===== config.mk =====
export PLATFORM = sky130hd
export DESIGN_NAME = axts_keyexp
export DESIGN_NICKNAME = d
export VERILOG_FILES = /design/src/rtl/axts_pkg.sv /design/src/rtl/axts_keyexp.sv
export SDC_FILE = /design/constraint.sdc
export NUM_CORES = 1
export LEC_CHECK = 0
export BUFFER_PORTS_ARGS = -buffer_cell sky130_fd_sc_hd__buf_4
export CAP_MARGIN = 10
export CORE_ASPECT_RATIO = 0.9
export CORE_MARGIN = 3
export CORE_UTILIZATION = 35
export CTS_CLUSTER_SIZE = 40
export DETAILED_ROUTE_END_ITERATION = 16
export PLACE_DENSITY = 0.49
export SLEW_MARGIN = 20
export SYNTH_ARGS = -nofsm -noshare
export SYNTH_HDL_FRONTEND = slang
export SYNTH_SLANG_ARGS = --single-unit

===== constraint.sdc =====
create_clock -name i_clk -period 10.4 [get_ports i_clk]
set_input_delay 1.04 -clock i_clk [delete_from_list [all_inputs] [get_ports i_clk]]
set_output_delay 1.04 -clock i_clk [all_outputs]
set_load 0.05 [all_outputs]

===== src/rtl/axts_pkg.sv =====
`timescale 1ns / 1ps
`default_nettype none
package axts_pkg;

    typedef enum logic [1:0] {
        ACT_START   = 2'd0,
        ACT_ENCRYPT = 2'd1,
        ACT_DECRYPT = 2'd2,
        ACT_NONE    = 2'd3
    } t_action;

    typedef enum logic [3:0] {
        ST_IDLE,
        ST_DKEY,
        ST_TKEY,
        ST_TENC,
        ST_LOAD,
        ST_ENC,
        ST_DEC,
        ST_FIN,
        ST_OUT
    } t_state;

    localparam logic [7:0] SBOX_ENC [256] = '{
        8'h63,8'h7c,8'h77,8'h7b,8'hf2,8'h6b,8'h6f,8'hc5,8'h30,8'h01,8'h67,8'h2b,8'hfe,8'hd7,8'hab,8'h76,
        8'hca,8'h82,8'hc9,8'h7d,8'hfa,8'h59,8'h47,8'hf0,8'had,8'hd4,8'ha2,8'haf,8'h9c,8'ha4,8'h72,8'hc0,
        8'hb7,8'hfd,8'h93,8'h26,8'h36,8'h3f,8'hf7,8'hcc,8'h34,8'ha5,8'he5,8'hf1,8'h71,8'hd8,8'h31,8'h15,
        8'h04,8'hc7,8'h23,8'hc3,8'h18,8'h96,8'h05,8'h9a,8'h07,8'h12,8'h80,8'he2,8'heb,8'h27,8'hb2,8'h75,
        8'h09,8'h83,8'h2c,8'h1a,8'h1b,8'h6e,8'h5a,8'ha0,8'h52,8'h3b,8'hd6,8'hb3,8'h29,8'he3,8'h2f,8'h84,
        8'h53,8'hd1,8'h00,8'hed,8'h20,8'hfc,8'hb1,8'h5b,8'h6a,8'hcb,8'hbe,8'h39,8'h4a,8'h4c,8'h58,8'hcf,
        8'hd0,8'hef,8'haa,8'hfb,8'h43,8'h4d,8'h33,8'h85,8'h45,8'hf9,8'h02,8'h7f,8'h50,8'h3c,8'h9f,8'ha8,
        8'h51,8'ha3,8'h40,8'h8f,8'h92,8'h9d,8'h38,8'hf5,8'hbc,8'hb6,8'hda,8'h21,8'h10,8'hff,8'hf3,8'hd2,
        8'hcd,8'h0c,8'h13,8'hec,8'h5f,8'h97,8'h44,8'h17,8'hc4,8'ha7,8'h7e,8'h3d,8'h64,8'h5d,8'h19,8'h73,
        8'h60,8'h81,8'h4f,8'hdc,8'h22,8'h2a,8'h90,8'h88,8'h46,8'hee,8'hb8,8'h14,8'hde,8'h5e,8'h0b,8'hdb,
        8'he0,8'h32,8'h3a,8'h0a,8'h49,8'h06,8'h24,8'h5c,8'hc2,8'hd3,8'hac,8'h62,8'h91,8'h95,8'he4,8'h79,
        8'he7,8'hc8,8'h37,8'h6d,8'h8d,8'hd5,8'h4e,8'ha9,8'h6c,8'h56,8'hf4,8'hea,8'h65,8'h7a,8'hae,8'h08,
        8'hba,8'h78,8'h25,8'h2e,8'h1c,8'ha6,8'hb4,8'hc6,8'he8,8'hdd,8'h74,8'h1f,8'h4b,8'hbd,8'h8b,8'h8a,
        8'h70,8'h3e,8'hb5,8'h66,8'h48,8'h03,8'hf6,8'h0e,8'h61,8'h35,8'h57,8'hb9,8'h86,8'hc1,8'h1d,8'h9e,
        8'he1,8'hf8,8'h98,8'h11,8'h69,8'hd9,8'h8e,8'h94,8'h9b,8'h1e,8'h87,8'he9,8'hce,8'h55,8'h28,8'hdf,
        8'h8c,8'ha1,8'h89,8'h0d,8'hbf,8'he6,8'h42,8'h68,8'h41,8'h99,8'h2d,8'h0f,8'hb0,8'h54,8'hbb,8'h16
    };

    localparam logic [7:0] SBOX_DEC [256] = '{
        8'h52,8'h09,8'h6a,8'hd5,8'h30,8'h36,8'ha5,8'h38,8'hbf,8'h40,8'ha3,8'h9e,8'h81,8'hf3,8'hd7,8'hfb,
        8'h7c,8'he3,8'h39,8'h82,8'h9b,8'h2f,8'hff,8'h87,8'h34,8'h8e,8'h43,8'h44,8'hc4,8'hde,8'he9,8'hcb,
        8'h54,8'h7b,8'h94,8'h32,8'ha6,8'hc2,8'h23,8'h3d,8'hee,8'h4c,8'h95,8'h0b,8'h42,8'hfa,8'hc3,8'h4e,
        8'h08,8'h2e,8'ha1,8'h66,8'h28,8'hd9,8'h24,8'hb2,8'h76,8'h5b,8'ha2,8'h49,8'h6d,8'h8b,8'hd1,8'h25,
        8'h72,8'hf8,8'hf6,8'h64,8'h86,8'h68,8'h98,8'h16,8'hd4,8'ha4,8'h5c,8'hcc,8'h5d,8'h65,8'hb6,8'h92,
        8'h6c,8'h70,8'h48,8'h50,8'hfd,8'hed,8'hb9,8'hda,8'h5e,8'h15,8'h46,8'h57,8'ha7,8'h8d,8'h9d,8'h84,
        8'h90,8'hd8,8'hab,8'h00,8'h8c,8'hbc,8'hd3,8'h0a,8'hf7,8'he4,8'h58,8'h05,8'hb8,8'hb3,8'h45,8'h06,
        8'hd0,8'h2c,8'h1e,8'h8f,8'hca,8'h3f,8'h0f,8'h02,8'hc1,8'haf,8'hbd,8'h03,8'h01,8'h13,8'h8a,8'h6b,
        8'h3a,8'h91,8'h11,8'h41,8'h4f,8'h67,8'hdc,8'hea,8'h97,8'hf2,8'hcf,8'hce,8'hf0,8'hb4,8'he6,8'h73,
        8'h96,8'hac,8'h74,8'h22,8'he7,8'had,8'h35,8'h85,8'he2,8'hf9,8'h37,8'he8,8'h1c,8'h75,8'hdf,8'h6e,
        8'h47,8'hf1,8'h1a,8'h71,8'h1d,8'h29,8'hc5,8'h89,8'h6f,8'hb7,8'h62,8'h0e,8'haa,8'h18,8'hbe,8'h1b,
        8'hfc,8'h56,8'h3e,8'h4b,8'hc6,8'hd2,8'h79,8'h20,8'h9a,8'hdb,8'hc0,8'hfe,8'h78,8'hcd,8'h5a,8'hf4,
        8'h1f,8'hdd,8'ha8,8'h33,8'h88,8'h07,8'hc7,8'h31,8'hb1,8'h12,8'h10,8'h59,8'h27,8'h80,8'hec,8'h5f,
        8'h60,8'h51,8'h7f,8'ha9,8'h19,8'hb5,8'h4a,8'h0d,8'h2d,8'he5,8'h7a,8'h9f,8'h93,8'hc9,8'h9c,8'hef,
        8'ha0,8'he0,8'h3b,8'h4d,8'hae,8'h2a,8'hf5,8'hb0,8'hc8,8'heb,8'hbb,8'h3c,8'h83,8'h53,8'h99,8'h61,
        8'h17,8'h2b,8'h04,8'h7e,8'hba,8'h77,8'hd6,8'h26,8'he1,8'h69,8'h14,8'h63,8'h55,8'h21,8'h0c,8'h7d
    };

    function automatic logic [7:0] xt(input logic [7:0] a);
        xt = {a[6:0], 1'b0} ^ (a[7] ? 8'h1b : 8'h00);
    endfunction

    function automatic logic [31:0] sub_word(input logic [31:0] w);
        sub_word = {SBOX_ENC[w[31:24]], SBOX_ENC[w[23:16]], SBOX_ENC[w[15:8]], SBOX_ENC[w[7:0]]};
    endfunction

    // state byte j at bits 8j+7:8j; column c = bytes 4c..4c+3
    function automatic logic [127:0] enc_round(input logic [127:0] s, input logic last);
        logic [127:0] o;
        logic [7:0]   a0, a1, a2, a3;
        o = '0;
        for (int r = 0; r < 4; r++) begin
            for (int c = 0; c < 4; c++) begin
                o[8*(r+4*c) +: 8] = SBOX_ENC[s[8*(r+4*((c+r)%4)) +: 8]];
            end
        end
        if (!last) begin
            for (int c = 0; c < 4; c++) begin
                a0 = o[32*c +: 8]; a1 = o[32*c+8 +: 8];
                a2 = o[32*c+16 +: 8]; a3 = o[32*c+24 +: 8];
                o[32*c +: 8]    = xt(a0) ^ xt(a1) ^ a1 ^ a2 ^ a3;
                o[32*c+8 +: 8]  = a0 ^ xt(a1) ^ xt(a2) ^ a2 ^ a3;
                o[32*c+16 +: 8] = a0 ^ a1 ^ xt(a2) ^ xt(a3) ^ a3;
                o[32*c+24 +: 8] = xt(a0) ^ a0 ^ a1 ^ a2 ^ xt(a3);
            end
        end
        enc_round = o;
    endfunction

    function automatic logic [127:0] dec_sub(input logic [127:0] s);
        logic [127:0] o;
        o = '0;
        for (int r = 0; r < 4; r++) begin
            for (int c = 0; c < 4; c++) begin
                o[8*(r+4*((c+r)%4)) +: 8] = SBOX_DEC[s[8*(r+4*c) +: 8]];
            end
        end
        dec_sub = o;
    endfunction

    function automatic logic [127:0] inv_mix(input logic [127:0] s);
        logic [127:0] o;
        logic [7:0]   a [4];
        logic [7:0]   x2 [4];
        logic [7:0]   x4 [4];
        logic [7:0]   x8 [4];
        o = '0;
        for (int c = 0; c < 4; c++) begin
            for (int r = 0; r < 4; r++) begin
                a[r]  = s[32*c+8*r +: 8];
                x2[r] = xt(a[r]);
                x4[r] = xt(x2[r]);
                x8[r] = xt(x4[r]);
            end
            for (int r = 0; r < 4; r++) begin
                o[32*c+8*r +: 8] = (x8[r] ^ x4[r] ^ x2[r])
                    ^ (x8[(r+1)%4] ^ x2[(r+1)%4] ^ a[(r+1)%4])
                    ^ (x8[(r+2)%4] ^ x4[(r+2)%4] ^ a[(r+2)%4])
                    ^ (x8[(r+3)%4] ^ a[(r+3)%4]);
            end
        end
        inv_mix = o;
    endfunction

endpackage
`default_nettype wire


===== src/rtl/axts_keyexp.sv =====
`timescale 1ns / 1ps
`default_nettype none
module axts_keyexp #(
    parameter int KEY_BITS = 256
) (
    input  wire logic         i_clk,
    input  wire logic         i_rst_n,
    input  wire logic         i_load,
    input  wire logic [255:0] i_key,
    input  wire logic         i_step,
    output logic      [31:0]  o_word
);
    import axts_pkg::*;

    localparam int NK = KEY_BITS / 32;
    localparam int CW = $clog2(NK);

    // sliding window of the last NK schedule words, oldest at index 0
    logic [31:0]   r_win [NK];
    logic [CW-1:0] r_phase;
    logic [7:0]    r_rcon;
    logic [31:0]   w_t;
    logic [31:0]   w_new;

    always_comb begin
        w_t = r_win[NK-1];
        if (r_phase == '0) begin
            w_t = sub_word({w_t[7:0], w_t[31:8]}) ^ {24'd0, r_rcon};
        end else if (NK > 6 && r_phase == CW'(4)) begin
            w_t = sub_word(w_t);
        end
        w_new = r_win[0] ^ w_t;
    end

    assign o_word = r_win[0];

    always_ff @(posedge i_clk) begin
        if (!i_rst_n) begin
            r_phase <= '0;
            r_rcon  <= 8'h01;
        end else if (i_load) begin
            r_phase <= '0;
            r_rcon  <= 8'h01;
        end else if (i_step) begin
            r_phase <= (r_phase == CW'(NK - 1)) ? '0 : r_phase + 1'b1;
            if (r_phase == '0) r_rcon <= xt(r_rcon);
        end
    end

    always_ff @(posedge i_clk) begin
        if (i_load) begin
            for (int k = 0; k < NK; k++) r_win[k] <= i_key[32*k +: 32];
        end else if (i_step) begin
            for (int k = 0; k < NK - 1; k++) r_win[k] <= r_win[k+1];
            r_win[NK-1] <= w_new;
        end
    end

endmodule
`default_nettype wire


==> impl_table.tex <==
\begin{tabular}{lr}
\hline
Metric & Value \\
\hline
\multicolumn{2}{l}{\textbf{Clock network}} \\
Clock transition at the registers of the reported paths & 0.06 ns \\
Number of clock sinks seen by CTS & 267 \\
CTS tree & built \\
Cell at the root of the clock tree & sky130\_fd\_sc\_hd\_\_clkbuf\_16 \\
Maximum number of buffers from clock root to sink & 3 \\
Buffer count from post-CTS setup fixing & 0 \\
Resized Gates After CTS & 0 \\
Number of levels in the clock H-tree & 1 \\
TritonCTS buffer count & 30 \\
Hold-fix buffers at CTS & 0 \\
Worst-Skew Late Latency & 0.59 ns \\
\multicolumn{2}{l}{\textbf{Power and ir drop}} \\
Worst vdd ir & 0.0001083 V \\
Leakage Power & 10.51 nW \\
PwrDens & 266.8 mW/mm2 \\
Total power draw & 7.691 mW \\
\multicolumn{2}{l}{\textbf{STA}} \\
Setup Viol. Count Final & 0 \\
Worst Skew & 0.02212 ns \\
Pins over their slew limit & 0 \\
Fin worst setup slack & 5.249 ns \\
Measured slew at the worst slew-check pin & 1.150 ns \\
Share of the cycle needed by the critical path after routing & 49.53\% \\
Minimum clock period & 5.151 ns \\
RSZ-0062 raised after global routing & false \\
Total negative slack & 0 ns \\
Upper clock frequency limit & 0.1941 GHz \\
Hold Violations, Final & 0 \\
Relative slew slack & 23.36\% \\
\multicolumn{2}{l}{\textbf{Hold path}} \\
Worst Hold Launch & r\_rcon[6] \\
Hold-critical path endpoint & r\_rcon[6] \\
Worst hold path stage count & 2 \\
Hold Crit Class & reg2reg \\
\multicolumn{2}{l}{\textbf{Setup path}} \\
Number of cells traversed by the worst register-to-register path & 12 \\
Startpoint of the worst-slack reg-to-reg timing path & r\_win[3][41] \\
Cells traversed along the worst timing path & buf\_4 -> inv\_1 -> ha\_1 -> nand2b\_1 -> and3\_1 -> o21ai\_0 -> o2111ai\_1 -> a32oi\_1 -> mux2i\_1 -> mux2i\_1 -> xor2\_1 -> o21ai\_0 \\
Highest fanout seen on the critical path & 37 \\
Capture point of the worst reg-to-reg path & r\_win[3][46] \\
Critical-path top delay cell & sky130\_fd\_sc\_hd\_\_ha\_1 \\
Crit path capture type & register \\
Critical path start-end classification & reg2reg \\
Combined buffer and inverter count along the critical path & 2 \\
Nature of the critical path startpoint & register \\
Worst Path Arrival & 5.45 ns \\
CP required & 10.70 ns \\
Top Family by Delay on Critical Path & simple AND/OR/NAND/NOR gates \\
Crit-path max cell delay & 0.96 ns \\
Total stage count of the critical path & 12 \\
R2r setup slk & 5.25 ns \\
\multicolumn{2}{l}{\textbf{Outcome}} \\
Status & finished clean \\
\multicolumn{2}{l}{\textbf{Placed design}} \\
Number of placed instances with taps included & 3863 \\
HPWL reported at the end of detailed placement & 88960 um \\
Number of port buffers & 291 \\
GPL Wtd Cong & 0.9832 \\
Pre-CTS setup slack & 5.312 ns \\
\multicolumn{2}{l}{\textbf{Synthesis}} \\
Gate count of the mapped netlist & 2919 \\
Synthesized area & 0.02570 mm2 \\
Number of synthesized register bits & 267 \\
Async set-or-reset flop fraction in the synthesized netlist & 0\% \\
Leading register cell type out of synthesis & sky130\_fd\_sc\_hd\_\_edfxtp\_1 \\
Avg Cell Area, Syn & 8.804 um2 \\
Number of flops mapped to enable cells by yosys & 256 \\
Count of yosys warnings during synthesis & 0 \\
Sequential area share after synthesis & 30.77\% \\
Number of distinct standard cells referenced by the synthesized netlist & 102 \\
Syn nets & 3242 \\
\multicolumn{2}{l}{\textbf{Final layout}} \\
Leading cell types in the layout, fill and taps excluded & sky130\_fd\_sc\_hd\_\_buf\_4 (351), sky130\_fd\_sc\_hd\_\_edfxtp\_1 (256), sky130\_fd\_sc\_hd\_\_nand2\_1 (242), sky130\_fd\_sc\_hd\_\_mux2\_2 (203) \\
Area growth, synth to finish & 12.15\% \\
Filler-free cell count of the finished design & 3920 \\
Ratio of cells with drive above 1 in the final layout & 23.72\% \\
Number of fill cells in the layout & 7405 \\
Layout Nets & 3268 \\
Leading cell type in the layout, fill and taps excluded & sky130\_fd\_sc\_hd\_\_buf\_4 \\
\multicolumn{2}{l}{\textbf{Global route}} \\
Vias in the first global route & 24970 \\
Global-route wire length before repair & 180600 um \\
All-Layer GR Usage & 31.14\% \\
Remaining Overflow, GRT & 0 \\
Initial antenna violation count & 13 \\
Maximum number of pins on one net before global-route repair & 177 \\
\multicolumn{2}{l}{\textbf{Die}} \\
Floorplan Core Area & 0.07214 mm2 \\
Floorplan die area & 0.07672 mm2 \\
Total I/O pin count & 292 \\
Die height & 263.1 um \\
Cell row count & 93 \\
Die extent in x & 291.6 um \\
Initial core utilization & 35.62\% \\
\multicolumn{2}{l}{\textbf{Route}} \\
Detailed router's first-iteration violation count & 3878 \\
Count of antenna-violating nets left after detailed routing & 0 \\
Pre-antenna DRT Iters & 6 \\
Vias after detailed routing & 26110 \\
Drt wl/cell & 31.91 um \\
Wire length reported by the detailed router & 125100 um \\
Average via count per standard cell & 6.661 \\
DRC violations left & 0 \\
\multicolumn{2}{l}{\textbf{Flow run}} \\
Max cap viols & 0 \\
\hline
\end{tabular}
[registers in the layout, summed over array words and instances (netlist names)]
signal	flops
r_phase	3
r_rcon	8
r_win	256
[per-stage QoR]
| stage | hold slack [ns] | area, um2 | util, % |
|---|---|---|---|
| floorplan | 0.4523 | 25700 | - |
| global placement | 0.4644 | 27820 | 38.56 |
| detailed placement | 0.4788 | 27820 | 38.56 |
| CTS | 0.4885 | 28820 | 39.94 |
| global route | 0.5107 | 28820 | 39.94 |
| finish | 0.4871 | 28820 | 39.95 |
[worst max-delay path by stage]
stage                       startpoint      endpoint  slack (ns)
after floorplan                 i_load   r_win[0][0]        2.66
after global placement    r_win[3][41]  r_win[3][46]        5.25
after detailed placement  r_win[3][41]  r_win[3][46]        5.31
after CTS                 r_win[3][41]  r_win[3][46]        5.32
after global routing      r_win[3][41]  r_win[3][46]        5.06
final                     r_win[3][41]  r_win[3][46]        5.25
[power breakdown]
part / internal (mW) / switching [mW]
clock: 0.642 / 0.460
sequential: 1.35 / 0.116
combinational: 1.65 / 3.46
total: 3.65 / 4.04
[cell usage after synthesis (24+ instances only)]
master,number,share of area (%)
sky130_fd_sc_hd__a211oi_1,67,2.0
sky130_fd_sc_hd__a21oi_1,190,3.7
sky130_fd_sc_hd__a221oi_1,25,0.85
sky130_fd_sc_hd__a311oi_1,49,1.7
sky130_fd_sc_hd__a31oi_1,44,1.1
sky130_fd_sc_hd__buf_1,25,0.37
sky130_fd_sc_hd__buf_2,109,2.1
sky130_fd_sc_hd__buf_4,46,1.3
sky130_fd_sc_hd__clkbuf_1,166,2.4
sky130_fd_sc_hd__edfxtp_1,256,30
sky130_fd_sc_hd__ha_1,63,3.1
sky130_fd_sc_hd__inv_1,34,0.50
sky130_fd_sc_hd__mux2_2,203,8.9
sky130_fd_sc_hd__mux2i_1,28,1.1
sky130_fd_sc_hd__mux4_2,46,4.0
sky130_fd_sc_hd__nand2_1,244,3.6
sky130_fd_sc_hd__nand2b_1,89,2.2
sky130_fd_sc_hd__nand3_1,86,1.7
sky130_fd_sc_hd__nor2_1,165,2.4
sky130_fd_sc_hd__nor2b_1,75,1.8
sky130_fd_sc_hd__nor3_1,75,1.5
sky130_fd_sc_hd__o211ai_1,52,1.5
sky130_fd_sc_hd__o21ai_0,190,3.7
sky130_fd_sc_hd__o21ai_1,34,0.66
sky130_fd_sc_hd__o311ai_0,41,1.4
sky130_fd_sc_hd__o31ai_1,31,0.91
sky130_fd_sc_hd__or3_1,24,0.58
[tightest hold or removal path: cells and delay by family, from the launching register on]
family           cells  cell delay (ns)
flip-flops           1             0.33
AND/OR/NAND/NOR      1             0.06
AO/OA/AOI/OAI        1             0.05
[layout make-up]
type	count	area, um2	share of cell area (%)
multi-input combinational	2247	15880	55.09
tap	950	1189	4.124
clock inverter	18	196.4	0.6815
inverter	46	172.7	0.5991
clock buffer	37	798.3	2.770
timing repair buffer	353	2675	9.281
antenna	2	5.005	0.01736
sequential	267	7908	27.44
[cells by family after synthesis]
group           synth area share (%)
fa+ha+maj                      3.067
mux                            14.02
buf+inv                        7.507
simple gates                   17.62
compound gates                 25.59
flops                          30.77
xor+xnor                       1.426
[layer usage]
metal  global-route usage, %  routed length [um]  share of wire, %  vias up
met5                       0                 133              0.11        -
met2                   45.07               52270                42     1759
met3                   10.14               14950                12      235
li1                        -                   -                 -    11240
met4                   9.235                4127               3.3       16
met1                   43.98               53620                43    12870
(Power assumes the default switching activity.)
